## src/hdl/upd_pkg.sv

```systemverilog
// Shared types, constants and hex helper for the URI percent decoder.
package upd_pkg;

    localparam logic [7:0] PERCENT_CHAR = 8'h25;
    localparam logic [7:0] NUL_CHAR     = 8'h00;
    localparam int unsigned QUEUE_DEPTH = 4;
    localparam int unsigned JOB_SLOTS   = 4;

    // escape tracking codes
    localparam logic [1:0] PH_IDLE = 2'd0;
    localparam logic [1:0] PH_PCT  = 2'd1;
    localparam logic [1:0] PH_DIG  = 2'd2;

    typedef struct packed {
        logic [7:0] in_byte;
        logic       end_of_text;
    } t_in;

    typedef struct packed {
        logic [7:0] out_byte;
        logic       run_last;
        logic       is_terminator;
    } t_out;

    // one input byte's worth of output bytes, emitted in slot order
    typedef struct packed {
        logic [JOB_SLOTS-1:0][7:0] bytes;
        logic [2:0]                count;
        logic                      term;
    } t_job;

    // {valid, nibble}
    function automatic logic [4:0] hex_decode(input logic [7:0] b);
        logic [4:0] r;
        r = 5'd0;
        if (b >= 8'h30 && b <= 8'h39) begin
            r = {1'b1, 4'(b - 8'h30)};
        end else if (b >= 8'h41 && b <= 8'h46) begin
            r = {1'b1, 4'(b - 8'h37)};
        end else if (b >= 8'h61 && b <= 8'h66) begin
            r = {1'b1, 4'(b - 8'h57)};
        end
        return r;
    endfunction

endpackage

```

## src/hdl/upd_front.sv

```systemverilog
// Front end: tracks escapes and turns each input byte into a job of output bytes.
module upd_front (
    input  logic          i_clk,
    input  logic          i_rst_n,
    input  upd_pkg::t_in  i_in,
    input  logic          i_accept,
    output upd_pkg::t_job o_job,
    output logic          o_job_push
);
    import upd_pkg::*;

    logic [1:0] r_phase, n_phase;
    logic [7:0] r_first_digit, n_first_digit;
    t_job       job;
    logic [2:0] cnt;
    logic [4:0] hx_in, hx_fd;
    logic [7:0] b, v;
    logic       do_plain;

    always_comb begin
        b             = i_in.in_byte;
        hx_in         = hex_decode(b);
        hx_fd         = hex_decode(r_first_digit);
        v             = {hx_fd[3:0], hx_in[3:0]};
        job           = '0;
        cnt           = 3'd0;
        n_phase       = r_phase;
        n_first_digit = r_first_digit;
        do_plain      = 1'b0;

        unique case (r_phase)
            PH_PCT: begin
                if (hx_in[4]) begin
                    n_first_digit = b;
                    n_phase       = PH_DIG;
                end else begin
                    job.bytes[cnt[1:0]] = PERCENT_CHAR;
                    cnt                 = cnt + 3'd1;
                    do_plain            = 1'b1;
                end
            end
            PH_DIG: begin
                if (hx_in[4] && hx_fd[4]) begin
                    if (!v[7]) begin
                        job.bytes[cnt[1:0]] = v;
                        cnt                 = cnt + 3'd1;
                    end else begin
                        job.bytes[cnt[1:0]] = {6'b110000, v[7:6]};
                        cnt                 = cnt + 3'd1;
                        job.bytes[cnt[1:0]] = {2'b10, v[5:0]};
                        cnt                 = cnt + 3'd1;
                    end
                    n_phase = PH_IDLE;
                end else begin
                    job.bytes[cnt[1:0]] = PERCENT_CHAR;
                    cnt                 = cnt + 3'd1;
                    job.bytes[cnt[1:0]] = r_first_digit;
                    cnt                 = cnt + 3'd1;
                    do_plain            = 1'b1;
                end
            end
            default: do_plain = 1'b1;
        endcase

        if (do_plain) begin
            if (b == PERCENT_CHAR) begin
                n_phase = PH_PCT;
            end else begin
                n_phase             = PH_IDLE;
                job.bytes[cnt[1:0]] = b;
                cnt                 = cnt + 3'd1;
            end
        end

        // flush whatever escape is still held, then close the text
        if (i_in.end_of_text) begin
            if (n_phase == PH_PCT || n_phase == PH_DIG) begin
                job.bytes[cnt[1:0]] = PERCENT_CHAR;
                cnt                 = cnt + 3'd1;
            end
            if (n_phase == PH_DIG) begin
                job.bytes[cnt[1:0]] = n_first_digit;
                cnt                 = cnt + 3'd1;
            end
            job.bytes[cnt[1:0]] = NUL_CHAR;
            cnt                 = cnt + 3'd1;
            job.term            = 1'b1;
            n_phase             = PH_IDLE;
            n_first_digit       = 8'd0;
        end
        job.count = cnt;
    end

    always_ff @(posedge i_clk) begin
        if (!i_rst_n) begin
            r_phase       <= PH_IDLE;
            r_first_digit <= 8'd0;
        end else if (i_accept) begin
            r_phase       <= n_phase;
            r_first_digit <= n_first_digit;
        end
    end

    assign o_job      = job;
    assign o_job_push = i_accept && (cnt != 3'd0);

    a_eot_clears: assert property (@(posedge i_clk) disable iff (!i_rst_n)
        i_accept && i_in.end_of_text |=> r_phase == PH_IDLE && r_first_digit == 8'd0)
        else $error("escape state not cleared after end of text");

endmodule

```

## src/hdl/upd_queue.sv

```systemverilog
// Job queue between the classifying front end and the emitting back end.
module upd_queue #(
    parameter int unsigned DEPTH = upd_pkg::QUEUE_DEPTH
) (
    input  logic          i_clk,
    input  logic          i_rst_n,
    input  logic          i_push,
    input  upd_pkg::t_job i_job,
    input  logic          i_pop,
    output upd_pkg::t_job o_head,
    output logic          o_empty,
    output logic          o_full
);
    import upd_pkg::*;

    localparam int unsigned PTR_W = (DEPTH > 1) ? $clog2(DEPTH) : 1;
    localparam int unsigned CNT_W = $clog2(DEPTH + 1);

    t_job             r_mem [DEPTH];
    logic [PTR_W-1:0] r_wr_ptr, r_rd_ptr;
    logic [CNT_W-1:0] r_count;
    logic             wr_en, rd_en;

    assign o_empty = (r_count == CNT_W'(0));
    assign o_full  = (r_count == CNT_W'(DEPTH));
    assign wr_en   = i_push && !o_full;
    assign rd_en   = i_pop && !o_empty;
    assign o_head  = r_mem[r_rd_ptr];

    always_ff @(posedge i_clk) begin
        if (wr_en) begin
            r_mem[r_wr_ptr] <= i_job;
        end
    end

    always_ff @(posedge i_clk) begin
        if (!i_rst_n) begin
            r_wr_ptr <= '0;
            r_rd_ptr <= '0;
            r_count  <= '0;
        end else begin
            if (wr_en) begin
                r_wr_ptr <= (r_wr_ptr == PTR_W'(DEPTH - 1)) ? '0 : r_wr_ptr + PTR_W'(1);
            end
            if (rd_en) begin
                r_rd_ptr <= (r_rd_ptr == PTR_W'(DEPTH - 1)) ? '0 : r_rd_ptr + PTR_W'(1);
            end
            if (wr_en && !rd_en) begin
                r_count <= r_count + CNT_W'(1);
            end else if (rd_en && !wr_en) begin
                r_count <= r_count - CNT_W'(1);
            end
        end
    end

    a_no_overrun: assert property (@(posedge i_clk) disable iff (!i_rst_n)
        r_count <= CNT_W'(DEPTH))
        else $error("job queue count beyond depth");

    a_count_track: assert property (@(posedge i_clk) disable iff (!i_rst_n)
        wr_en && !rd_en |=> r_count == $past(r_count) + CNT_W'(1))
        else $error("job queue count lost a write");

endmodule

```

## src/hdl/upd_back.sv

```systemverilog
// Back end: walks each queued job slot by slot into the result register.
module upd_back (
    input  logic           i_clk,
    input  logic           i_rst_n,
    input  upd_pkg::t_job  i_head,
    input  logic           i_q_empty,
    output logic           o_q_pop,
    input  logic           i_pop,
    output logic           o_empty,
    output upd_pkg::t_out  o_out
);
    import upd_pkg::*;

    logic [1:0] r_idx;
    logic       r_out_valid;
    t_out       r_out;
    logic       take, job_last;

    assign take     = !i_q_empty && (!r_out_valid || i_pop);
    assign job_last = ({1'b0, r_idx} + 3'd1) == i_head.count;
    assign o_q_pop  = take && job_last;
    assign o_empty  = !r_out_valid;
    assign o_out    = r_out;

    always_ff @(posedge i_clk) begin
        if (take) begin
            r_out.out_byte      <= i_head.bytes[r_idx];
            r_out.run_last      <= job_last;
            r_out.is_terminator <= job_last && i_head.term;
        end
    end

    always_ff @(posedge i_clk) begin
        if (!i_rst_n) begin
            r_idx       <= 2'd0;
            r_out_valid <= 1'b0;
        end else begin
            if (take) begin
                r_out_valid <= 1'b1;
                r_idx       <= job_last ? 2'd0 : r_idx + 2'd1;
            end else if (i_pop) begin
                r_out_valid <= 1'b0;
            end
        end
    end

    a_job_nonempty: assert property (@(posedge i_clk) disable iff (!i_rst_n)
        !i_q_empty |-> i_head.count != 3'd0 && {1'b0, r_idx} < i_head.count)
        else $error("slot index outside queued job");

    a_term_is_last: assert property (@(posedge i_clk) disable iff (!i_rst_n)
        r_out_valid && r_out.is_terminator |-> r_out.run_last && r_out.out_byte == NUL_CHAR)
        else $error("terminator not a closing zero");

endmodule

```

## src/hdl/uri_percent_decoder.sv

```systemverilog
// Top level of the URI percent decoder: front end, job queue and back end.
//
//  channel | direction | handshake                | payload
//  input   | in        | push / full              | i_in  (t_in: in_byte, end_of_text)
//  result  | out       | empty / pop              | o_out (t_out: out_byte, run_last,
//          |           |                          |        is_terminator)
//
// One input byte is taken per cycle while the job queue has room; a byte that
// yields k results (k is 0 to 4) holds the back end until all k have left the
// single result register, which sets the throughput. A result passes a queue
// entry and then the result register. Reset is synchronous and clears the escape
// state, the queue pointers and the result valid flag. Either side may stall
// independently; the queue of QUEUE_DEPTH jobs absorbs bursts of multi-byte results.
module uri_percent_decoder #(
    parameter int unsigned QUEUE_DEPTH = upd_pkg::QUEUE_DEPTH
) (
    input  logic          i_clk,
    input  logic          i_rst_n,
    input  upd_pkg::t_in  i_in,
    input  logic          push,
    output logic          full,
    output upd_pkg::t_out o_out,
    output logic          empty,
    input  logic          pop
);
    import upd_pkg::*;

    t_job job, head;
    logic job_push, q_empty, q_full, q_pop, in_accept;

    assign full      = q_full;
    assign in_accept = push && !q_full;

    upd_front u_front (
        .i_clk      (i_clk),
        .i_rst_n    (i_rst_n),
        .i_in       (i_in),
        .i_accept   (in_accept),
        .o_job      (job),
        .o_job_push (job_push)
    );

    upd_queue #(
        .DEPTH (QUEUE_DEPTH)
    ) u_queue (
        .i_clk   (i_clk),
        .i_rst_n (i_rst_n),
        .i_push  (job_push),
        .i_job   (job),
        .i_pop   (q_pop),
        .o_head  (head),
        .o_empty (q_empty),
        .o_full  (q_full)
    );

    upd_back u_back (
        .i_clk     (i_clk),
        .i_rst_n   (i_rst_n),
        .i_head    (head),
        .i_q_empty (q_empty),
        .o_q_pop   (q_pop),
        .i_pop     (pop),
        .o_empty   (empty),
        .o_out     (o_out)
    );

endmodule

```

## config.mk

```make
export PLATFORM = sky130hd
export DESIGN_NAME = uri_percent_decoder
export DESIGN_NICKNAME = d
export VERILOG_FILES = /design/src/hdl/upd_pkg.sv /design/src/hdl/upd_front.sv /design/src/hdl/upd_queue.sv /design/src/hdl/upd_back.sv /design/src/hdl/uri_percent_decoder.sv
export SDC_FILE = /design/constraint.sdc
export NUM_CORES = 1
export LEC_CHECK = 0
export BUFFER_PORTS_ARGS = -buffer_cell sky130_fd_sc_hd__buf_4
export CELL_PAD_IN_SITES_DETAIL_PLACEMENT = 1
export CELL_PAD_IN_SITES_GLOBAL_PLACEMENT = 1
export CORE_MARGIN = 4
export CORE_UTILIZATION = 45
export DETAILED_ROUTE_END_ITERATION = 10
export PLACE_DENSITY = 0.66
export SLEW_MARGIN = 20
export SYNTH_ARGS = -nofsm -noshare
export SYNTH_HDL_FRONTEND = slang
export SYNTH_SLANG_ARGS = --single-unit
```

## constraint.sdc

```tcl
create_clock -name i_clk -period 13.4 [get_ports i_clk]
set_input_delay 1.34 -clock i_clk [delete_from_list [all_inputs] [get_ports i_clk]]
set_output_delay 1.34 -clock i_clk [all_outputs]
set_load 0.1 [all_outputs]
```

==> impl_results.md, run 1 <==
- Clock power share: 0.296
- Most frequent cells in the layout: edfxtp_1 (154), nand2_1 (50), mux4_2 (44), buf_4 (30), ha_1 (28)
- Kind of critical path: primary input to register
- Antenna violations before repair: 0
- Register area share after synthesis: 0.5814
- Leak pwr: 3.242 nW
- Worst setup SP type: primary input
- DRC viols: 0
- RR Startpoint: u_front.r_first_digit[0]
- Min cycle time layout: 7917 ps
- Clk pin slew, worst setup/hold paths: 80 ps
- Top cells by area, synth: edfxtp_1 (53%), mux4_2 (11%), dfxtp_1 (5.1%), ha_1 (4.0%), nand2_1 (2.2%)
- Largest net degree at the start of global routing: 38
- Worst setup path start: i_in[2]
- Initial core utilization: 0.4611
- DP Wirelength: between 15000 and 20000 um
- P_sw: 0.5319 mW
- Overall Global Routing Usage: 0.2137
- Avg Cell Area, Syn: about 14 um^2
- Async SR Flop Fraction: 0
- Clk_skew: 17.08 ps
- RR Endpoint: u_queue.r_count[2]
- CTS H-tree lvls: 4
- Synth Warn #: 0
- Synthesized area: 8712 um^2
- Hold Path Class: register to register
- Syn-to-layout area delta: 11.00%
- ANT nets after route: 0
- Root Driver: clkbuf_16
- Sw Share: 0.3316
- Final layout net count: 663
- Share of cells above drive strength 1: 0.2192
- Post-placement cell area: 9099 um^2
- Post-synthesis cell type count: 77
- RSZ-0062 raised after global routing: false
- Pre-Repair DR Iteration Count: 5
- Logic pwr share: 0.258
- Power Total: 1.604 mW
- Final Setup Violations: 0
- Worst setup EP type: register
- Via count: 5310
- Critical Path Stages: 32
- Status: finished clean
- I/O Buffers: 24
- Setup bufs post-CTS: 0
- Fin. max-slew vios: 0
- Worst reg2reg path depth: 32
- Setup_tns: 0 ps
- CP endpoint: u_queue.r_count[2]
- Skew-Pair Late Insertion Delay: 430 ps
- Max IR drop VDD: 0.00008383 V
- Slowest CP cell: or3b_1
- FILL cells: 1871
- Seq cells post-synth: 176
- Post-synth top area cell: edfxtp_1
- Crit path required time: roughly 14000 ps
- Buffers & Inverters on Critical Path: 4
- First-pass GRT wire length: 34820 um
- Finished Cell Area: a little under 10000 um^2
- Pwr dens: 165.9 nW/um^2
- Die height: 147.1 um
- R2R Setup Slk: just under 6000 ps
- Number of global-route vias before repair: 5716
- Die Wd: 147.1 um
- Worst path most repeated cell: ha_1
- RePlAce Congestion: between 0.9 and 1
- Max-Cap Viols: 0
- Vias per cell: 5.940
- Worst-margin pin slew: 1081 ps
- Arr. time, crit path: 8270 ps
- Area fraction of the dominant cell type after synthesis: 0.5308
- # diodes: 0
- Average wire per standard cell: 25.16 um
- Hold-fix buffers, CTS: 0
- Place WS: 5052 ps
- Kind of cell adding the most delay to the critical path: adder cells
- CTS tree: built
- Hold Fails Final Rpt: 0
- Max Freq: between 0.1 and 0.15 GHz
- CTS max path bufs: 2
- Critical path fanouts, max: 9
- Syn_nets: 650
- P_int: 1.072 mW
- Crit path largest cell delay: 390 ps
- Die ar.: 21650 um^2
- Post-synth EDFFs: between 150 and 200
- Final WS setup: 5483 ps
- Mapped Cells: between 600 and 700
- TritonCTS Buffers: 17
- Normalized max-slew margin: 0.2732
- Main synth FF type: edfxtp_1
- Clock sinks: 176
- IO Count: 25
- Commonest non-fill, non-tap cell in the layout: edfxtp_1
- Row cnt: 50
- Final cycle utilization of the critical path: 0.5908
- Final wirelength: 22500 um
- Final core utilization: 0.5119
- Reg power frac: 0.447
- CTS-repair resized insts: 0
- DRT iter0 DRCs: 353
- Area of the core: about 19000 um^2
- GRT overflow: 0
worst reg2reg max path: cells and delay by family (launching register included):
| kind | cells | cell delay (ps) |
|---|---|---|
| AOI/OAI and AO/OA | 11 | 2400 |
| adders and majority gates | 7 | 2070 |
| and+or+nand+nor | 7 | 1150 |
| DFF | 1 | 630 |
| xor gates and xnor gates | 3 | 610 |
| buffers and inverters | 3 | 310 |
| muxes | 1 | 200 |
final cells by class:
| cell class | instances | area (um^2) | area share |
|---|---|---|---|
| multi-input cells | 373 | 3396 | 0.3511 |
| flip-flops and latches | 176 | 5066 | 0.5239 |
| well taps | 260 | 325.3 | 0.03364 |
| clock inverters | 15 | 146.4 | 0.01514 |
| clock buffers | 17 | 425.4 | 0.04399 |
| inverters | 23 | 86.33 | 0.008927 |
| repair buffers | 30 | 225.2 | 0.02329 |
layer usage:
metal / share of wire / GRT usage / vias to the layer above
met1: 0.43 / 0.2839 / 2751
met4: 0.028 / 0.07968 / 0
met2: 0.50 / 0.3558 / 112
li1: - / - / 2411
met5: 0 / 0 / -
met3: 0.039 / 0.03578 / 36
flip-flops by register name (all words and copies together) (netlist names), named ones only:
| register | flops |
|---|---|
| u_back.o_out | 10 |
| u_back.r_idx | 2 |
| u_back.r_out_valid | 1 |
| u_front.r_first_digit | 8 |
| u_front.r_phase | 2 |
| u_queue.r_count | 3 |
| u_queue.r_mem | 144 |
| u_queue.r_rd_ptr | 2 |
| u_queue.r_wr_ptr | 2 |
power by group through the flow:
stage,logic (mW),clock network (mW),registers (mW)
global placement,0.411,0,0.724
global route,0.444,0.507,0.725
detailed placement,0.421,0,0.731
CTS,0.423,0.483,0.719
finish,0.413,0.474,0.717
floorplan,0.218,0,0.826
stage by stage:
stage	hold WS, ps	cells
2_1_floorplan	454.7	608
3_3_place_gp	465.1	862
3_5_place_dp	495.6	862
4_1_cts	507.4	894
5_1_grt	533.9	894
6_report	505.1	894
cell usage after synthesis (all sizes together) (9+ instances only):
master / instances
ha: 28
nand2: 51
a21oi: 19
clkbuf: 19
edfxtp: 154
mux4: 44
and2: 20
buf: 17
a22oi: 13
a31o: 9
o21ai: 24
dfxtp: 22
nor3: 12
nor2: 20
inv: 23
mux2i: 10
worst min path at each step:
stage	from	end	depth (start not counted)	slack, ps
floorplan	u_back.r_out_valid	u_back.r_out_valid	2	450
global route	u_queue.r_wr_ptr[1]	u_queue.r_wr_ptr[1]	2	530
finish	u_queue.r_wr_ptr[1]	u_queue.r_wr_ptr[1]	2	510
detailed placement	u_back.r_out_valid	u_back.r_out_valid	2	500
CTS	u_back.r_out_valid	u_back.r_out_valid	2	510
global placement	u_back.r_out_valid	u_back.r_out_valid	2	470
cells by family (layout without fill, tap and decap cells):
| group | count (synthesis) | in the layout | synth area share |
|---|---|---|---|
| flip-flops | 176 | 176 | 0.5814 |
| buffers and inverters | 59 | 85 | 0.02887 |
| XOR/XNOR | 14 | 14 | 0.01580 |
| adder cells (fa/ha/maj) | 29 | 29 | 0.04251 |
| multiplexers | 56 | 56 | 0.1282 |
| AO/OA/AOI/OAI | 130 | 130 | 0.1123 |
| AND/OR/NAND/NOR | 144 | 144 | 0.09091 |
(Power assumes the default switching activity.)
==> run 2: changes to the inputs <==
ABC_AREA = 1   (was not set)
PLACE_DENSITY = 0.72   (was 0.66)
clock period = 6.46 ns   (was 13.4 ns; I/O delays follow)
==> impl_results.md, run 2 <==
- Sw Share: 0.3797
- Reg power frac: 0.387
- Async SR Flop Fraction: 0
- Worst reg2reg path depth: 40
- Kind of critical path: register to register
- Top cells by area, synth: edfxtp_1 (53%), o21ai_0 (5.4%), dfxtp_1 (5.0%), nand2_1 (5.0%), nor2_1 (4.4%)
- Share of cells above drive strength 1: 0.1413
- ANT nets after route: 0
- Worst-margin pin slew: 1063 ps
- Leak pwr: 3.648 nW
- Area fraction of the dominant cell type after synthesis: 0.5273
- Pwr dens: 374.0 nW/um^2
- Largest register by flop count: u_queue.r_mem
- Final Setup Violations: 0
- Row cnt: 50
- Slowest CP cell: dfxtp_1
- Logic pwr share: 0.325
- Post-synth EDFFs: 154
- Most frequent cells in the layout: edfxtp_1 (154), nand2_1 (117), nor2_1 (99), o21ai_0 (94), inv_1 (82)
- Antenna violations before repair: 0
- Die Wd: around 150 um
- Hold-fix buffers, CTS: 0
- Min cycle time layout: 5951 ps
- CTS-repair resized insts: 0
- Largest register FFs: 144
- Syn-to-layout area delta: 13.92%
- Crit path largest cell delay: 440 ps
- Avg Cell Area, Syn: 10.10 um^2
- Die ar.: 21790 um^2
- Main synth FF type: edfxtp_1
- Worst setup EP type: register
- RR Startpoint: u_front.r_first_digit[0]
- Syn_nets: 910
- Clk pin slew, worst setup/hold paths: 70 ps
- Synth cell count leaders: edfxtp_1 (154), nand2_1 (117), nor2_1 (103), o21ai_0 (95), inv_1 (83)
- I/O Buffers: 24
- Register Area: 5066 um^2
- CTS max path bufs: 2
- Hold Path Depth: 3
- Max-Cap Viols: 0
- Top-count cell post-synth: edfxtp_1
- CTS tree: built
- Skew-Pair Late Insertion Delay: 430 ps
- TritonCTS Buffers: 17
- DRC viols: 0
- RePlAce Congestion: approximately 0.89
- Hold Path Class: primary input to register
- Final layout net count: 935
- HP Start: i_rst_n
- Final cycle utilization of the critical path: 0.9213
- GRT overflow: 0
- Clk_skew: 13.79 ps
- Via count: 6764
- Setup bufs post-CTS: 0
- Status: finished clean
- Arr. time, crit path: 6270 ps
- Clock sinks: 176
- Number of global-route vias before repair: ~7000
- Largest net degree at the start of global routing: 74
- Worst path most repeated cell: nand2_1
- Synthesized area: 8770 um^2
- Hold Fails Final Rpt: 0
- Synth Warn #: 0
- Die height: 147.6 um
- RSZ-0062 raised after global routing: false
- RR Endpoint: u_queue.r_count[2]
- R2R Setup Slk: 510 ps
- Worst setup SP type: register
- Mapped Cells: 868
- Hold endpoint: u_queue.r_wr_ptr[1]
- FILL cells: 2119
- Pre-Repair DR Iteration Count: 5
- Power Total: 3.736 mW
- Register area share after synthesis: 0.5775
- DRT iter0 DRCs: 502
- Overall Global Routing Usage: 0.2398
- Normalized max-slew margin: 0.2838
- Finished Layout Cells: roughly 1200
- First-pass GRT wire length: 39990 um
- Final wirelength: around 26000 um
- Total placed cells including tap cells: 1134
- Vias per cell: 5.801
- Max IR drop VDD: roughly 0.00025 V
- P_int: 2.318 mW
- Commonest non-fill, non-tap cell in the layout: edfxtp_1
- P_sw: 1.419 mW
- CTS H-tree lvls: 4
- Post-synthesis cell type count: 44
- DP Wirelength: 17650 um
- Area of the multi-input gates: 3254 um^2
- Crit path required time: 6780 ps
- Post-synth top area cell: edfxtp_1
- Seq cells post-synth: approximately 180
- Max Freq: 0.1680 GHz
- IO Count: 25
- Critical path fanouts, max: 7
- Fin. max-slew vios: 0
- Root Driver: clkbuf_16
- Area of the core: 18960 um^2
- # diodes: 0
- Initial core utilization: 0.4626
- Clock power share: 0.288
- Average wire per standard cell: 21.94 um
run 2: changes by cell type after synthesis, sizes merged, moves of 27 or more:
cell / previous run / this run
nand2: 51 / 136
nand3: 7 / 37
o22ai: 8 / 35
o21ai: 24 / 98
mux4: 44 / 0
inv: 23 / 95
nor2: 20 / 109
run 2: power by group through the flow:
stage | sequential, mW | combinational [mW] | clock (mW)
floorplan | 1.70 | 0.618 | 0
global placement | 1.46 | 1.16 | 0
detailed placement | 1.47 | 1.22 | 0
CTS | 1.45 | 1.23 | 1.09
global route | 1.46 | 1.32 | 1.15
finish | 1.45 | 1.21 | 1.08
run 2: how the worst max path moves through the flow:
stage                                   startpoint                  end  slack [ps]  depth (start not counted)
after floorplan                            i_in[1]  u_queue.r_mem[3][0]         -30                         32
after global placement                     i_in[2]   u_queue.r_count[2]         340                         40
after detailed placement                   i_in[2]   u_queue.r_count[2]          -6                         40
after CTS                 u_front.r_first_digit[0]   u_queue.r_count[2]         280                         40
after global routing      u_front.r_first_digit[0]   u_queue.r_count[2]           7                         40
final                     u_front.r_first_digit[0]   u_queue.r_count[2]         510                         40
run 2: worst max-delay path: cells and delay by family (launching register included):
| family | cells | cell delay [ps] |
|---|---|---|
| adders and majority gates | 7 | 1740 |
| and+or+nand+nor | 16 | 1590 |
| buffers and inverters | 10 | 930 |
| AOI/OAI and AO/OA | 6 | 920 |
| DFF | 1 | 440 |
| xor gates and xnor gates | 1 | 180 |
run 2: layout make-up:
cell class | instances | share of cell area
multi-input combinational | 560 | 0.3257
timing repair buffer | 40 | 0.03507
clock buffer | 18 | 0.04296
tap | 260 | 0.03256
inverter | 98 | 0.03682
clock inverter | 14 | 0.01979
sequential | 176 | 0.5071
run 2: per-layer routing:
layer  global-route usage  vias up  part of all wire
met5                    0        -                 0
met1               0.3099     3433              0.43
met3              0.03832       31             0.040
li1                     -     3141                 -
met4              0.06337        0             0.019
met2               0.4217      159              0.52
run 2: logic make-up after synthesis:
kind of cell	after synthesis	synth area share
AND/OR/NAND/NOR	295	0.1591
XOR/XNOR	6	0.005992
AO/OA/AOI/OAI	230	0.1582
buffers and inverters	132	0.05693
adder cells (fa/ha/maj)	29	0.04223
flip-flops	176	0.5775
run 2: metrics by stage:
step / hold slack, ps / instance area, um^2 / TNS, ps / utilization / setup slack (ps)
6_report: 490.5 / 9991 / 0 / 0.5271 / 508.6
5_1_grt: 484.3 / 9991 / 0 / 0.5271 / 6.905
2_1_floorplan: 458.6 / 8770 / -4488 / - / -31.18
4_1_cts: 482.5 / 9978 / 0 / 0.5264 / 275.9
3_5_place_dp: 484.2 / 9351 / -5.987 / 0.4933 / -5.987
3_3_place_gp: 471.9 / 9351 / 0 / 0.4933 / 341.0
